==> config.mk <==
export PLATFORM = sky130hd
export DESIGN_NAME = lu_cell
export DESIGN_NICKNAME = d
export VERILOG_FILES = /design/src/rtl/lu_pkg.sv /design/src/rtl/lu_cell.sv
export SDC_FILE = /design/constraint.sdc
export NUM_CORES = 1
export LEC_CHECK = 0
export ABC_AREA = 1
export BUFFER_PORTS_ARGS = -buffer_cell sky130_fd_sc_hd__buf_4
export CORE_MARGIN = 1.5
export CORE_UTILIZATION = 39
export CTS_BUF_LIST = sky130_fd_sc_hd__clkbuf_16
export CTS_CLUSTER_DIAMETER = 100
export DETAILED_ROUTE_END_ITERATION = 7
export PLACE_DENSITY = 0.76
export SLEW_MARGIN = 20
export SYNTH_ARGS = -nofsm -noshare
export SYNTH_HDL_FRONTEND = slang
export SYNTH_SLANG_ARGS = --single-unit
export TNS_END_PERCENT = 1
==> constraint.sdc <==
create_clock -name i_clk -period 0.8 [get_ports i_clk]
set_clock_uncertainty 0.05 [all_clocks]
set_input_delay 0.2 -clock i_clk [delete_from_list [all_inputs] [get_ports i_clk]]
set_output_delay 0.2 -clock i_clk [all_outputs]
set_load 0.02 [all_outputs]
==> src/rtl/lu_pkg.sv <==
`default_nettype none
package lu_pkg;

    localparam int MATRIX_ORDER = 16;
    localparam int FRAC_BITS    = 16;
    localparam int DATA_W       = 32;
    localparam int IDX_W        = $clog2(MATRIX_ORDER);
    localparam int CNT_W        = IDX_W + 1;
    localparam int ADDR_W       = 2 * IDX_W;
    localparam int DEPTH        = MATRIX_ORDER * MATRIX_ORDER;
    localparam int DVD_W        = DATA_W + FRAC_BITS;
    localparam int DCNT_W       = $clog2(DVD_W);
    localparam int PROD_W       = 2 * DATA_W;

    // item function codes
    localparam logic [1:0] FN_LOAD_A = 2'd0;
    localparam logic [1:0] FN_LOAD_B = 2'd1;
    localparam logic [1:0] FN_SOLVE  = 2'd2;

    // solve status codes
    localparam logic [1:0] ST_OK    = 2'd0;
    localparam logic [1:0] ST_PIVOT = 2'd1;
    localparam logic [1:0] ST_SAT   = 2'd2;

    localparam logic signed [DATA_W-1:0] SAT_MAX = {1'b0, {(DATA_W-1){1'b1}}};
    localparam logic signed [DATA_W-1:0] SAT_MIN = {1'b1, {(DATA_W-1){1'b0}}};

    typedef struct packed {
        logic                     sat;
        logic signed [DATA_W-1:0] val;
    } t_sat_val;

    typedef struct packed {
        logic done;
        logic sat;
    } t_div_stat;

    // clamp a wide signed value to the data range
    function automatic t_sat_val clamp_w(input logic signed [PROD_W:0] v);
        t_sat_val r;
        r.sat = 1'b0;
        r.val = v[DATA_W-1:0];
        if (v > $signed({{(PROD_W-DATA_W+1){1'b0}}, SAT_MAX})) begin
            r.sat = 1'b1;
            r.val = SAT_MAX;
        end else if (v < $signed({{(PROD_W-DATA_W+1){1'b1}}, SAT_MIN})) begin
            r.sat = 1'b1;
            r.val = SAT_MIN;
        end
        return r;
    endfunction

    // product rounded to nearest, ties up, then clamped
    function automatic t_sat_val rnd_clamp(input logic signed [PROD_W-1:0] p);
        logic signed [PROD_W:0] s;
        s = $signed({p[PROD_W-1], p}) + $signed((PROD_W+1)'(1) << (FRAC_BITS - 1));
        return clamp_w(s >>> FRAC_BITS);
    endfunction

    function automatic t_sat_val sat_add(input logic signed [DATA_W-1:0] a,
                                         input logic signed [DATA_W-1:0] b);
        logic signed [PROD_W:0] s;
        s = (PROD_W+1)'(a) + (PROD_W+1)'(b);
        return clamp_w(s);
    endfunction

    function automatic t_sat_val sat_sub(input logic signed [DATA_W-1:0] a,
                                         input logic signed [DATA_W-1:0] b);
        logic signed [PROD_W:0] s;
        s = (PROD_W+1)'(a) - (PROD_W+1)'(b);
        return clamp_w(s);
    endfunction

endpackage
`default_nettype wire

==> src/rtl/lu_cell.sv <==
`default_nettype none
module lu_cell (
    input  wire logic                             i_clk,
    input  wire logic                             i_shift,
    input  wire logic signed [lu_pkg::DATA_W-1:0] i_data,
    output logic signed      [lu_pkg::DATA_W-1:0] o_data
);

    logic signed [lu_pkg::DATA_W-1:0] r_val;

    // take the neighbor's value on each shift
    always_ff @(posedge i_clk) begin
        if (i_shift) begin
            r_val <= i_data;
        end
    end

    assign o_data = r_val;

endmodule
`default_nettype wire

==> impl_metrics.csv <==
group,metric,value,unit
worst_setup_path,cp_max_fo,1,
timing,max_freq,922,MHz
power,internal_power,0.00347,W
worst_setup_path,path_delay_family,"flip-flops",
yosys,synth_cell_types,1,
timing,fin_ws,-0.284,ns
route,via_per_inst,4.52,
place,routabilityCongestion,0.728,
layout,antenna_cells,0,
layout,nMultiInputCombCells,0,
timing,layout_min_cycle_time,1.08,ns
yosys,yosysWarningCount,0,
power,power,0.00441,W
route,routed-wl-met2,1370,um
worst_setup_path,endpoint_kind,"output port",
layout,fin_nets,141,
layout,largest_reg_flops,32,
layout,drive_above_1_share,67.6,%
power,combPwrFrac,14.2,%
clocking,clockBufferDepth,2,
timing,finalMaxSlewViolations,0,
timing,finalCritPeriodShare,136,%
yosys,syn_area,961,sq um
worst_setup_path,cp_slowest_cell,"edfxtp_1",
yosys,synth-simple-area-share,0,%
worst_setup_path,crit_type,"reg -> out",
floorplanning,die_h,52.6,um
clocking,cts_buffers,5,
floorplanning,start_util,42.2,%
yosys,synth-edff-count,32,
timing,rsz0062_at_grt,"true",
yosys,async_reset_ff_share,0,%
floorplanning,fp.dieW,52.6,um
power,power.net_switching,0.000943,W
floorplanning,io_pins,66,
power,switching_share,21.4,%
timing,setup_violations,32,
route,drc_errors,0,
place,dp.cells,128,
layout,multiInputGateArea,0,sq um
yosys,synthMuxAreaShare,0,%
yosys,synth_top_area_share,100,%
hold_path,hp-class,"in -> reg",
clocking,cts_tree,"built",
timing,worst_pin_slew,0.109,ns
global_route,grt_pass1_wl,3150,um
yosys,synth_cells,32,
timing,timing.slew.headroom,92.7,%
worst_setup_path,start_kind,"flop",
layout,utilization,78.6,%
worst_setup_path,cp_cell_sequence,"buf_6",
clocking,cts_sinks,32,
route,routed.top_layer,"met4",
layout,area_growth,86.1,%
route,wl_met3,101,um
clocking,clkTransAtPathRegs,0.05,ns
floorplanning,fp-row-count,17,
route,drtPass1Iterations,3,
worst_setup_path,crit_arrival,0.83,ns
route,wirelength,2310,um
yosys,yosys.area.top_type,"edfxtp_1",
yosys,synth_most_common_cell,"edfxtp_1",
place,io_buffers,65,
floorplanning,die-area,2770,sq um
outcome,violations,"negative setup slack",
yosys,synth-compound-area-share,0,%
outcome,status,"complete, but fails checks",
clocking,htree_levels,2,
clocking,cts_root_buf,"clkbuf_16",
yosys,ys_seq_elements,32,
yosys,synth_flop_cell,"edfxtp_1",
yosys,synthTopCellsByArea,"edfxtp_1",
yosys,synth_top_cells_by_count,"edfxtp_1",
route,met1_length,784,um
global_route,grt_max_degree,16,
route,first_iter_violations,9,
clocking,post_cts_buffers,0,
power,p_leak,0.763,nW
power,power_density,2470,nW/um^2
power,irDropWorstVdd,2.30,mV
global_route,grt_overflow,0,
global_route,grtUsageTotal,18.6,%
yosys,synth_xor_area_share,0,%
route,wl_per_cell,17.0,um
place,pre_cts_ws,-0.0182,ns
worst_setup_path,worstPathRequired,0.55,ns
layout,final_cell_count_no_fill,136,
global_route,antenna_found_initial,0,
flow_run,drv_cap,0,
yosys,synth_area_per_cell,30.0,sq um
timing,hold_violations,0,
power,pwr-share-seq,46.8,%
worst_setup_path,critical_path_buf_inv_count,1,
worst_setup_path,cpPeakStageDelay,0.41,ns
power,power.share.clock,39.0,%
yosys,yosysSeqAreaShare,100,%
global_route,grt_pass1_vias,600,
route,vias,615,
yosys,synth-adder-area-share,0,%
route,ant_nets,0,
yosys,syn_nets,66,
floorplanning,coreArea,2280,sq um
## metal layers
layer,vias to the layer above,global-route usage (%)
met5,-,0
met4,0,11.5
met3,8,6.57
met2,22,32.3
met1,304,18.8
li1,281,-
## final timing paths
| check | from | end | slack [ns] | depth (start not counted) |
|---|---|---|---|---|
| worst max-delay path | o_data[31] | o_data[31] | -0.28 | 1 |
| worst min-delay path | i_data[12] | o_data[12] | 0.05 | 1 |
## through the flow
step / hold slack (ns) / setup TNS (ns) / cell area [sq um]
floorplan: 0.249 / 0 / 961
global placement: 0.328 / -0.294 / 1530
detailed placement: 0.329 / -0.438 / 1530
CTS: 0.0468 / -8.12 / 1790
global route: 0.0404 / -8.62 / 1790
finish: 0.0521 / -7.90 / 1790
## power groups by stage
stage	logic (W)	registers, W	clock network [W]
final	0.000627	0.00206	0.00172
after global routing	0.000650	0.00207	0.00183
after CTS	0.000630	0.00207	0.00175
after detailed placement	0.000549	0.00207	0
after global placement	0.000540	0.00206	0
after floorplan	0	0.00224	0
## placed cells by master, fill, tap and decap left out, drive strengths merged
cell type  instances
buf               68
clkbuf             5
clkinv             1
inv                2
edfxtp            32
## cells by family after synthesis
group,Yosys count
flops,32
## layout make-up
class / count / area (sq um)
flip-flops and latches: 32 / 961
repair buffers: 68 / 656
fillers: 115 / 488
clock buffers: 5 / 125
well taps: 28 / 35.0
clock inverters: 3 / 11.3
## timing repair
action / in CTS / in global routing
setup endpoints to repair: 32 / 32
gates resized for setup: 32 / 0
gates cloned: 0 / 0
hold buffers: 0 / 0
No activity file was read; power rests on OpenSTA's default activity.
