`config.mk`:
```
export PLATFORM = sky130hd
export DESIGN_NAME = lu_div
export DESIGN_NICKNAME = d
export VERILOG_FILES = /design/src/rtl/lu_pkg.sv /design/src/rtl/lu_div.sv
export SDC_FILE = /design/constraint.sdc
export NUM_CORES = 1
export LEC_CHECK = 0
export BUFFER_PORTS_ARGS = -buffer_cell sky130_fd_sc_hd__buf_2
export CELL_PAD_IN_SITES_DETAIL_PLACEMENT = 2
export CELL_PAD_IN_SITES_GLOBAL_PLACEMENT = 2
export CORE_MARGIN = 5
export CORE_UTILIZATION = 40
export CTS_BUF_LIST = sky130_fd_sc_hd__clkbuf_8 sky130_fd_sc_hd__clkbuf_16
export CTS_CLUSTER_SIZE = 40
export DETAILED_ROUTE_END_ITERATION = 10
export PLACE_DENSITY = 0.92
export SLEW_MARGIN = 20
export SYNTH_ARGS = -nofsm -noshare
export SYNTH_HDL_FRONTEND = slang
export SYNTH_SLANG_ARGS = --single-unit
```
`constraint.sdc`:
```
create_clock -name i_clk -period 11.12 [get_ports i_clk]
set_clock_uncertainty 0.2 [all_clocks]
set_input_delay 2.224 -clock i_clk [delete_from_list [all_inputs] [get_ports i_clk]]
set_output_delay 2.224 -clock i_clk [all_outputs]
set_load 0.03 [all_outputs]
```
`src/rtl/lu_pkg.sv`:
```
`default_nettype none
package lu_pkg;

    localparam int MATRIX_ORDER = 16;
    localparam int FRAC_BITS    = 16;
    localparam int DATA_W       = 32;
    localparam int IDX_W        = $clog2(MATRIX_ORDER);
    localparam int CNT_W        = IDX_W + 1;
    localparam int ADDR_W       = 2 * IDX_W;
    localparam int DEPTH        = MATRIX_ORDER * MATRIX_ORDER;
    localparam int DVD_W        = DATA_W + FRAC_BITS;
    localparam int DCNT_W       = $clog2(DVD_W);
    localparam int PROD_W       = 2 * DATA_W;

    // item function codes
    localparam logic [1:0] FN_LOAD_A = 2'd0;
    localparam logic [1:0] FN_LOAD_B = 2'd1;
    localparam logic [1:0] FN_SOLVE  = 2'd2;

    // solve status codes
    localparam logic [1:0] ST_OK    = 2'd0;
    localparam logic [1:0] ST_PIVOT = 2'd1;
    localparam logic [1:0] ST_SAT   = 2'd2;

    localparam logic signed [DATA_W-1:0] SAT_MAX = {1'b0, {(DATA_W-1){1'b1}}};
    localparam logic signed [DATA_W-1:0] SAT_MIN = {1'b1, {(DATA_W-1){1'b0}}};

    typedef struct packed {
        logic                     sat;
        logic signed [DATA_W-1:0] val;
    } t_sat_val;

    typedef struct packed {
        logic done;
        logic sat;
    } t_div_stat;

    // clamp a wide signed value to the data range
    function automatic t_sat_val clamp_w(input logic signed [PROD_W:0] v);
        t_sat_val r;
        r.sat = 1'b0;
        r.val = v[DATA_W-1:0];
        if (v > $signed({{(PROD_W-DATA_W+1){1'b0}}, SAT_MAX})) begin
            r.sat = 1'b1;
            r.val = SAT_MAX;
        end else if (v < $signed({{(PROD_W-DATA_W+1){1'b1}}, SAT_MIN})) begin
            r.sat = 1'b1;
            r.val = SAT_MIN;
        end
        return r;
    endfunction

    // product rounded to nearest, ties up, then clamped
    function automatic t_sat_val rnd_clamp(input logic signed [PROD_W-1:0] p);
        logic signed [PROD_W:0] s;
        s = $signed({p[PROD_W-1], p}) + $signed((PROD_W+1)'(1) << (FRAC_BITS - 1));
        return clamp_w(s >>> FRAC_BITS);
    endfunction

    function automatic t_sat_val sat_add(input logic signed [DATA_W-1:0] a,
                                         input logic signed [DATA_W-1:0] b);
        logic signed [PROD_W:0] s;
        s = (PROD_W+1)'(a) + (PROD_W+1)'(b);
        return clamp_w(s);
    endfunction

    function automatic t_sat_val sat_sub(input logic signed [DATA_W-1:0] a,
                                         input logic signed [DATA_W-1:0] b);
        logic signed [PROD_W:0] s;
        s = (PROD_W+1)'(a) - (PROD_W+1)'(b);
        return clamp_w(s);
    endfunction

endpackage
`default_nettype wire

```
`src/rtl/lu_div.sv`:
```
`default_nettype none
module lu_div (
    input  wire logic                             i_clk,
    input  wire logic                             i_rst_n,
    input  wire logic                             i_start,
    input  wire logic signed [lu_pkg::DATA_W-1:0] i_num,
    input  wire logic signed [lu_pkg::DATA_W-1:0] i_den,
    output lu_pkg::t_div_stat                     o_stat,
    output logic signed      [lu_pkg::DATA_W-1:0] o_quot
);

    logic [lu_pkg::DVD_W-1:0]  r_dvd;
    logic [lu_pkg::DATA_W-1:0] r_dsr;
    logic [lu_pkg::DATA_W-1:0] r_rem;
    logic [lu_pkg::DCNT_W-1:0] r_cnt;
    logic                      r_neg;
    logic                      r_busy;
    logic                      r_done;

    logic signed [lu_pkg::DVD_W-1:0] num_s;
    logic [lu_pkg::DVD_W-1:0]        an;
    logic [lu_pkg::DATA_W-1:0]       ad;
    logic [lu_pkg::DATA_W:0]         rem_sh;
    logic                            q_bit;
    logic [lu_pkg::DVD_W-1:0]        q_lim;
    lu_pkg::t_sat_val                res;

    // magnitudes with half the divisor added for rounding
    always_comb begin
        num_s  = lu_pkg::DVD_W'(i_num) <<< lu_pkg::FRAC_BITS;
        an     = num_s[lu_pkg::DVD_W-1] ? lu_pkg::DVD_W'(-num_s) : lu_pkg::DVD_W'(num_s);
        ad     = i_den[lu_pkg::DATA_W-1] ? lu_pkg::DATA_W'(-i_den)
                                         : lu_pkg::DATA_W'(i_den);
        rem_sh = {r_rem, r_dvd[lu_pkg::DVD_W-1]};
        q_bit  = (rem_sh >= {1'b0, r_dsr});
    end

    // one quotient bit per cycle
    always_ff @(posedge i_clk) begin
        if (!i_rst_n) begin
            r_busy <= 1'b0;
            r_done <= 1'b0;
            r_cnt  <= '0;
        end else begin
            r_done <= 1'b0;
            if (i_start) begin
                r_busy <= 1'b1;
                r_cnt  <= '0;
                r_dvd  <= an + lu_pkg::DVD_W'(ad >> 1);
                r_dsr  <= ad;
                r_rem  <= '0;
                r_neg  <= i_num[lu_pkg::DATA_W-1] ^ i_den[lu_pkg::DATA_W-1];
            end else if (r_busy) begin
                r_rem <= q_bit ? lu_pkg::DATA_W'(rem_sh - {1'b0, r_dsr})
                               : rem_sh[lu_pkg::DATA_W-1:0];
                r_dvd <= {r_dvd[lu_pkg::DVD_W-2:0], q_bit};
                r_cnt <= r_cnt + 1'b1;
                if (r_cnt == lu_pkg::DCNT_W'(lu_pkg::DVD_W - 1)) begin
                    r_busy <= 1'b0;
                    r_done <= 1'b1;
                end
            end
        end
    end

    // signed quotient clamp
    always_comb begin
        q_lim   = lu_pkg::DVD_W'(1) << (lu_pkg::DATA_W - 1);
        res.sat = 1'b0;
        res.val = r_neg ? lu_pkg::DATA_W'(-r_dvd) : r_dvd[lu_pkg::DATA_W-1:0];
        if (r_neg && (r_dvd > q_lim)) begin
            res.sat = 1'b1;
            res.val = lu_pkg::SAT_MIN;
        end else if (!r_neg && (r_dvd >= q_lim)) begin
            res.sat = 1'b1;
            res.val = lu_pkg::SAT_MAX;
        end
    end

    assign o_stat.done = r_done;
    assign o_stat.sat  = res.sat;
    assign o_quot      = res.val;

endmodule
`default_nettype wire

```
==> flow_summary_export.csv, run 1 <==
group,metric,value,unit
status,outcome,"completed",
clock_network,postCtsSetupBuffers,0,
place,placed_cells,1539,
cells_and_area,drive_gt1_share,15.0,%
cells_and_area,multi_input_area,6110,µm²
yosys,synth_edf_count,113,
clock_network,hold_buffers,0,
clock_network,cts_root_buf,"clkbuf_16",
sta,fmax,0.128,GHz
min_path,hold_class,"reg2reg",
routing,postRouteAntennaNets,0,
sta,fin_crit_sh,70.5,%
routing,first_iter_violations,678,
yosys,synth_cells,1145,
critical_path,cp.required,11120,ps
min_path,hold_end,"r_done",
die,die_area,28400,µm²
cells_and_area,final_nets,1347,
global_routing,grt.overflow.total,0,
clock_network,cts_tree,"yes",
die,core,25000,µm²
critical_path,r2r_end,"r_dvd[0]",
yosys,ys_types,71,
routing,dr.pass1.iters,5,
cells_and_area,area_growth,14.2,%
routing,wirelength_met1,17000,µm
sta,tns,0,ps
sta,setup_viol,0,
die,num_rows,58,
min_path,whs_path_depth,1,
sta,hold_viol_final,0,
die,die_h,168,µm
sta,rsz0062_at_grt,"no",
clock_network,cts_resized,0,
yosys,syn-cell-area,10000,µm²
global_routing,antenna_found_initial,2,
critical_path,crit_cells,18,
min_path,holdCritStartpoint,"r_cnt[4]",
yosys,syn_area_per_cell,8.77,µm²
clock_network,worstSkewPairLatency,450,ps
routing,drt-vias-per-instance,6.33,
flow_run,max-cap-violations,0,
yosys,synth_commonest_cells,"nand2_1 (123), edfxtp_1 (113), nor2_1 (90)",
yosys,ys_ff_latch,121,
sta,slew_headroom,33.8,%
global_routing,grt_pass1_vias,11131,
sta,drv_slew,0,
routing,wl_met2,20800,µm
cells_and_area,stdcell_count,1573,
yosys,yosysTopAreaCell,"edfxtp_1",
critical_path,cp_top_family,"compound AO/OA/AOI/OAI gates",
critical_path,slowest_stage,"o31ai_1",
yosys,syn_nets,1264,
pwr,vdd.ir_drop.worst,83.8,µV
yosys,synthTopCellsByArea,"edfxtp_1 (34%), xnor2_1 (6.4%), ha_1 (6.2%), nand2_1 (4.6%), o21ai_0 (3.9%)",
yosys,synthArstFlopShare,0,%
critical_path,crit_arrival,7840,ps
die,io_pins,101,
die,dieWidth,168,µm
critical_path,cp_max_fo,7,
place,hpwlAfterDp,29800,µm
global_routing,grt_pass1_wl,64600,µm
clock_network,path_clk_slew,70,ps
routing,routed.top_layer,"met4",
routing,remaining_drc_errors,0,
cells_and_area,register_area,3550,µm²
cells_and_area,fillCellCount,2745,
critical_path,crit_type,"in2reg",
clock_network,cts_buffers,17,
yosys,yosys_warnings,0,
yosys,synth_top_cell_area_share,33.8,%
yosys,synth_top_flop_cell,"edfxtp_1",
critical_path,slowest_delay,890,ps
pwr,power,1790,µW
place,portBuffers,100,
global_routing,grtUsageTotal,29.0,%
yosys,ys_seq_area_share,35.4,%
pwr,p_per_area,156,nW/µm²
sta,holdWs,326,ps
clock_network,clock_sinks,121,
critical_path,worstPathCellList,"buf_2 -> or4_1 -> or3_1 -> or4_1 -> o41ai_1 -> xnor2_1 -> ha_1 -> inv_1 -> fa_1 -> nor2b_1 -> o31a_1 -> o31ai_1 -> a21oi_1 -> a2111oi_0 -> o31ai_1 -> nand4_1 -> xnor2_1 -> mux2_2",
critical_path,crit_start,"i_den[7]",
routing,via_count,9957,
routing,wl_per_cell,26.7,µm
critical_path,start_kind,"input pin",
die,initial_core_util,40.2,%
clock_network,h-tree-depth,4,
sta,min_period,7840,ps
routing,met3WireLength,2210,µm
yosys,yosys.cell_count.top_type,"nand2_1",
pwr,p_leak,0.00435,µW
critical_path,critPathBufInv,2,
sta,worst_pin_slew,985,ps
critical_path,rrSetupSlack,6820,ps
place,place.gp.congestion,0.848,
clock_network,clockBufferDepth,2,
critical_path,timing.rr.start,"r_dsr[10]",
routing,routed_wl,42000,µm
global_routing,grt_max_degree,82,
critical_path,cp-end-kind,"flop",
critical_path,reg2regPathDepth,10,
-- logic make-up (layout without fill, tap and decap cells) --
logic type | after synthesis | count (layout) | synth area share (%)
AND/OR/NAND/NOR | 418 | 418 | 21.0
multiplexers | 27 | 27 | 3.00
XOR/XNOR | 107 | 107 | 9.33
adder cells (fa/ha/maj) | 52 | 52 | 6.63
buffers and inverters | 104 | 200 | 3.96
flip-flops | 121 | 121 | 35.4
AO/OA/AOI/OAI | 316 | 316 | 20.7
other | 0 | 2 | 0
-- where the power goes --
part           internal (µW)  leakage [µW]  switching [µW]  total [µW]
Clock                    352      0.000275             246         598
Combinational            207       0.00293             388         595
Sequential               559       0.00114            40.4         599
-- per-stage QoR --
| step | utilization, % | instance area [µm²] | worst slack [ps] |
|---|---|---|---|
| after detailed placement | 43.5 | 10900 | 3020 |
| after global routing | 46.0 | 11500 | 2940 |
| after floorplan | - | 10000 | 4170 |
| final | 46.0 | 11500 | 3280 |
| after global placement | 43.5 | 10900 | 3460 |
| after CTS | 45.9 | 11500 | 3320 |
-- layer usage --
layer / GRT usage [%] / vias up
met5: 0 / -
met4: 13.9 / 0
met3: 5.16 / 128
met2: 50.5 / 398
met1: 34.6 / 4984
li1: - / 4447
-- layout make-up --
type	count	share of cell area (%)
multi-input cells	920	53.2
flip-flops and latches	121	31.0
repair buffers	108	4.92
clock buffers	17	3.71
well taps	330	3.60
inverters	60	1.96
clock inverters	15	1.56
diodes	2	0.0436
-- state kept, by name (all words and copies together), names as in the netlist --
register and count:
r_dvd 48, r_rem 32, r_dsr 32, r_cnt 6, r_done 1, r_neg 1
r_busy 1
-- how the worst max path moves through the flow --
stage           endpoint  slack (ps)
6_report       r_dvd[42]        3280
5_1_grt        r_dvd[42]        2940
4_1_cts        r_dvd[42]        3320
3_5_place_dp   r_dvd[40]        3020
3_3_place_gp   r_dvd[42]        3460
2_1_floorplan  r_dvd[42]        4170
-- layout by cell type (no fill, tap or decap), drive strengths merged, types with 5 or more instances in the layout --
master	instances
a211oi	14
a21o	27
a21oi	66
a31oi	17
and2	8
and3	5
buf	108
clkbuf	17
clkinv	6
clkinvlp	6
dfxtp	8
edfxtp	113
ha	50
inv	60
mux2	25
nand2	123
nand2b	11
nand3	26
nand4	17
nor2	90
nor2b	18
nor3	33
nor4	24
o211a	5
o211ai	5
o21a	17
o21ai	82
o311ai	16
o31a	5
o31ai	18
o41ai	11
or2	11
or3	19
or4	17
xnor2	73
xor2	34
(Power assumes the default switching activity.)
==> inputs of run 2 (changes only) <==
--- a/config.mk
+++ b/config.mk
@@ -9,11 +9,11 @@
 export CELL_PAD_IN_SITES_DETAIL_PLACEMENT = 2
 export CELL_PAD_IN_SITES_GLOBAL_PLACEMENT = 2
 export CORE_MARGIN = 5
-export CORE_UTILIZATION = 40
+export CORE_UTILIZATION = 37
 export CTS_BUF_LIST = sky130_fd_sc_hd__clkbuf_8 sky130_fd_sc_hd__clkbuf_16
 export CTS_CLUSTER_SIZE = 40
 export DETAILED_ROUTE_END_ITERATION = 10
-export PLACE_DENSITY = 0.92
+export PLACE_DENSITY = 0.87
 export SLEW_MARGIN = 20
 export SYNTH_ARGS = -nofsm -noshare
 export SYNTH_HDL_FRONTEND = slang
==> constraint.sdc (replaced) <==
create_clock -name i_clk -period 8.2 [get_ports i_clk]
set_clock_uncertainty 0.2 [all_clocks]
set_input_delay 1.64 -clock i_clk [delete_from_list [all_inputs] [get_ports i_clk]]
set_output_delay 1.64 -clock i_clk [all_outputs]
set_load 0.03 [all_outputs]
==> flow_summary_export.csv, run 2 (synthesis results as in run 1) <==
group,metric,value,unit
status,outcome,"completed",
critical_path,timing.rr.start,"r_rem[9]",
routing,postRouteAntennaNets,0,
die,core,26900,µm²
place,placed_cells,1550,
global_routing,grtUsageTotal,24.9,%
critical_path,reg2regPathDepth,10,
sta,holdWs,311,ps
cells_and_area,diodes,0,
cells_and_area,stdcell_count,1582,
critical_path,cp_max_fo,7,
critical_path,cp.required,8180,ps
global_routing,grt_pass1_wl,60800,µm
routing,first_iter_violations,745,
min_path,hold_end,"r_cnt[5]",
min_path,whs_path_depth,2,
clock_network,h-tree-depth,4,
place,post-place-ws,581,ps
sta,fin_crit_sh,90.3,%
clock_network,worstSkewPairLatency,440,ps
global_routing,antenna_found_initial,0,
pwr,power,2430,µW
routing,dr.pass1.iters,5,
sta,rsz0062_at_grt,"no",
critical_path,crit_arrival,7390,ps
die,dieWidth,175,µm
routing,via_count,9731,
critical_path,rrSetupSlack,4000,ps
pwr,intPower,1570,µW
critical_path,crit_type,"in2reg",
critical_path,start_kind,"input pin",
place,hpwlAfterDp,27400,µm
flow_run,max-cap-violations,0,
critical_path,cp-end-kind,"flop",
cells_and_area,final_nets,1347,
pwr,swShare,35.4,%
cells_and_area,final_common_cell,"nand2_1",
clock_network,cts_tree,"yes",
sta,fmax,0.135,GHz
clock_network,path_clk_slew,60,ps
pwr,comb_power_share,32.0,%
sta,hold_viol_final,0,
cells_and_area,area_growth,14.6,%
routing,routed_wl,38300,µm
cells_and_area,largest_reg_flops,48,
die,initial_core_util,37.4,%
global_routing,grt_pass1_vias,10881,
sta,slew_headroom,23.3,%
critical_path,r2r_end,"r_rem[28]",
routing,drt-vias-per-instance,6.15,
sta,drv_slew,0,
pwr,vdd.ir_drop.worst,157,µV
pwr,p_clk_share,34.8,%
cells_and_area,drive_gt1_share,14.7,%
pwr,p_leak,0.00438,µW
pwr,p_seq_share,33.2,%
global_routing,grt.overflow.total,0,
cells_and_area,largest_registers,"r_dvd: 48 flops, r_dsr: 32 flops, r_rem: 32 flops",
clock_network,cts_resized,0,
pwr,netSwitchingPower,861,µW
cells_and_area,final_cell_mix,"nand2_1 (123), edfxtp_1 (113), buf_2 (100)",
place,portBuffers,100,
clock_network,cts_root_buf,"clkbuf_16",
clock_network,clockBufferDepth,2,
sta,worst_pin_slew,1140,ps
place,place.gp.congestion,0.879,
clock_network,postCtsSetupBuffers,0,
die,num_rows,60,
global_routing,grt_max_degree,82,
sta,worst_slack,792,ps
die,die_h,175,µm
cells_and_area,largest-register,"r_dvd",
routing,wl_per_cell,24.2,µm
pwr,p_per_area,211,nW/µm²
min_path,hold_class,"reg2reg",
clock_network,cts_buffers,17,
clock_network,clock_sinks,121,
sta,tns,0,ps
sta,min_period,7410,ps
routing,remaining_drc_errors,0,
die,io_pins,101,
sta,setup_viol,0,
clock_network,hold_buffers,0,
die,die_area,30500,µm²
min_path,holdCritStartpoint,"r_cnt[5]",
run 2: cell count changes in the layout (fill, tap and decap cells not counted), sizes merged:
| cell | change |
|---|---|
| clkinvlp | -4 |
| bufinv | +2 |
| clkinv | +1 |
| inv | +1 |
| diode | -2 |
run 2: metal layers:
metal / global-route usage, % / share of wire, % / vias to the layer above
met1: 30.9 / 44 / 4970
li1: - / - / 4448
met4: 9.53 / 3.1 / 0
met2: 43.3 / 49 / 251
met5: 0 / 0 / -
met3: 4.26 / 3.9 / 62
run 2: worst max path at each step:
stage                            to  startpoint  slack [ps]  cells past startpoint
after floorplan           r_dvd[42]    i_den[9]        1830                     16
after global placement    r_dvd[42]    i_den[9]        1100                     18
after detailed placement  r_dvd[36]    i_den[7]         580                     17
after CTS                 r_dvd[36]    i_den[7]         860                     17
after global routing      r_dvd[44]    i_den[7]         600                     17
final                     r_dvd[36]    i_den[7]         790                     17
run 2: power groups by stage:
stage	logic, µW	clock network (µW)	registers [µW]
6_report	778	847	808
5_1_grt	846	885	813
4_1_cts	776	858	807
3_5_place_dp	752	0	819
3_3_place_gp	705	0	814
2_1_floorplan	528	0	796
run 2: metrics by stage:
step	cell area, µm²	utilization [%]
floorplan	10000	-
global placement	10900	40.5
detailed placement	10900	40.5
CTS	11500	42.8
global route	11500	42.8
finish	11500	42.8
run 2: critical path, stage by stage:
cell       delay (ps)
buf_2             130
or4_1             590
or3_1             380
or4_1             550
nand2b_1          290
o21ai_0           310
xnor2_1           240
ha_1              350
nor2b_1           170
o31a_1            290
o31ai_1           450
a21oi_1           200
a2111oi_0         800
o31ai_1           410
nand3_1           210
xor2_1            100
mux2_2            270
run 2: cell type report:
type                       instances  area [µm²]
clock buffer                      17         425
clock inverter                    15         208
fill                            3002       15400
inverter                          60         225
multi-input combinational        920        6110
sequential                       121        3550
tap                              341         427
timing repair buffer             108         564
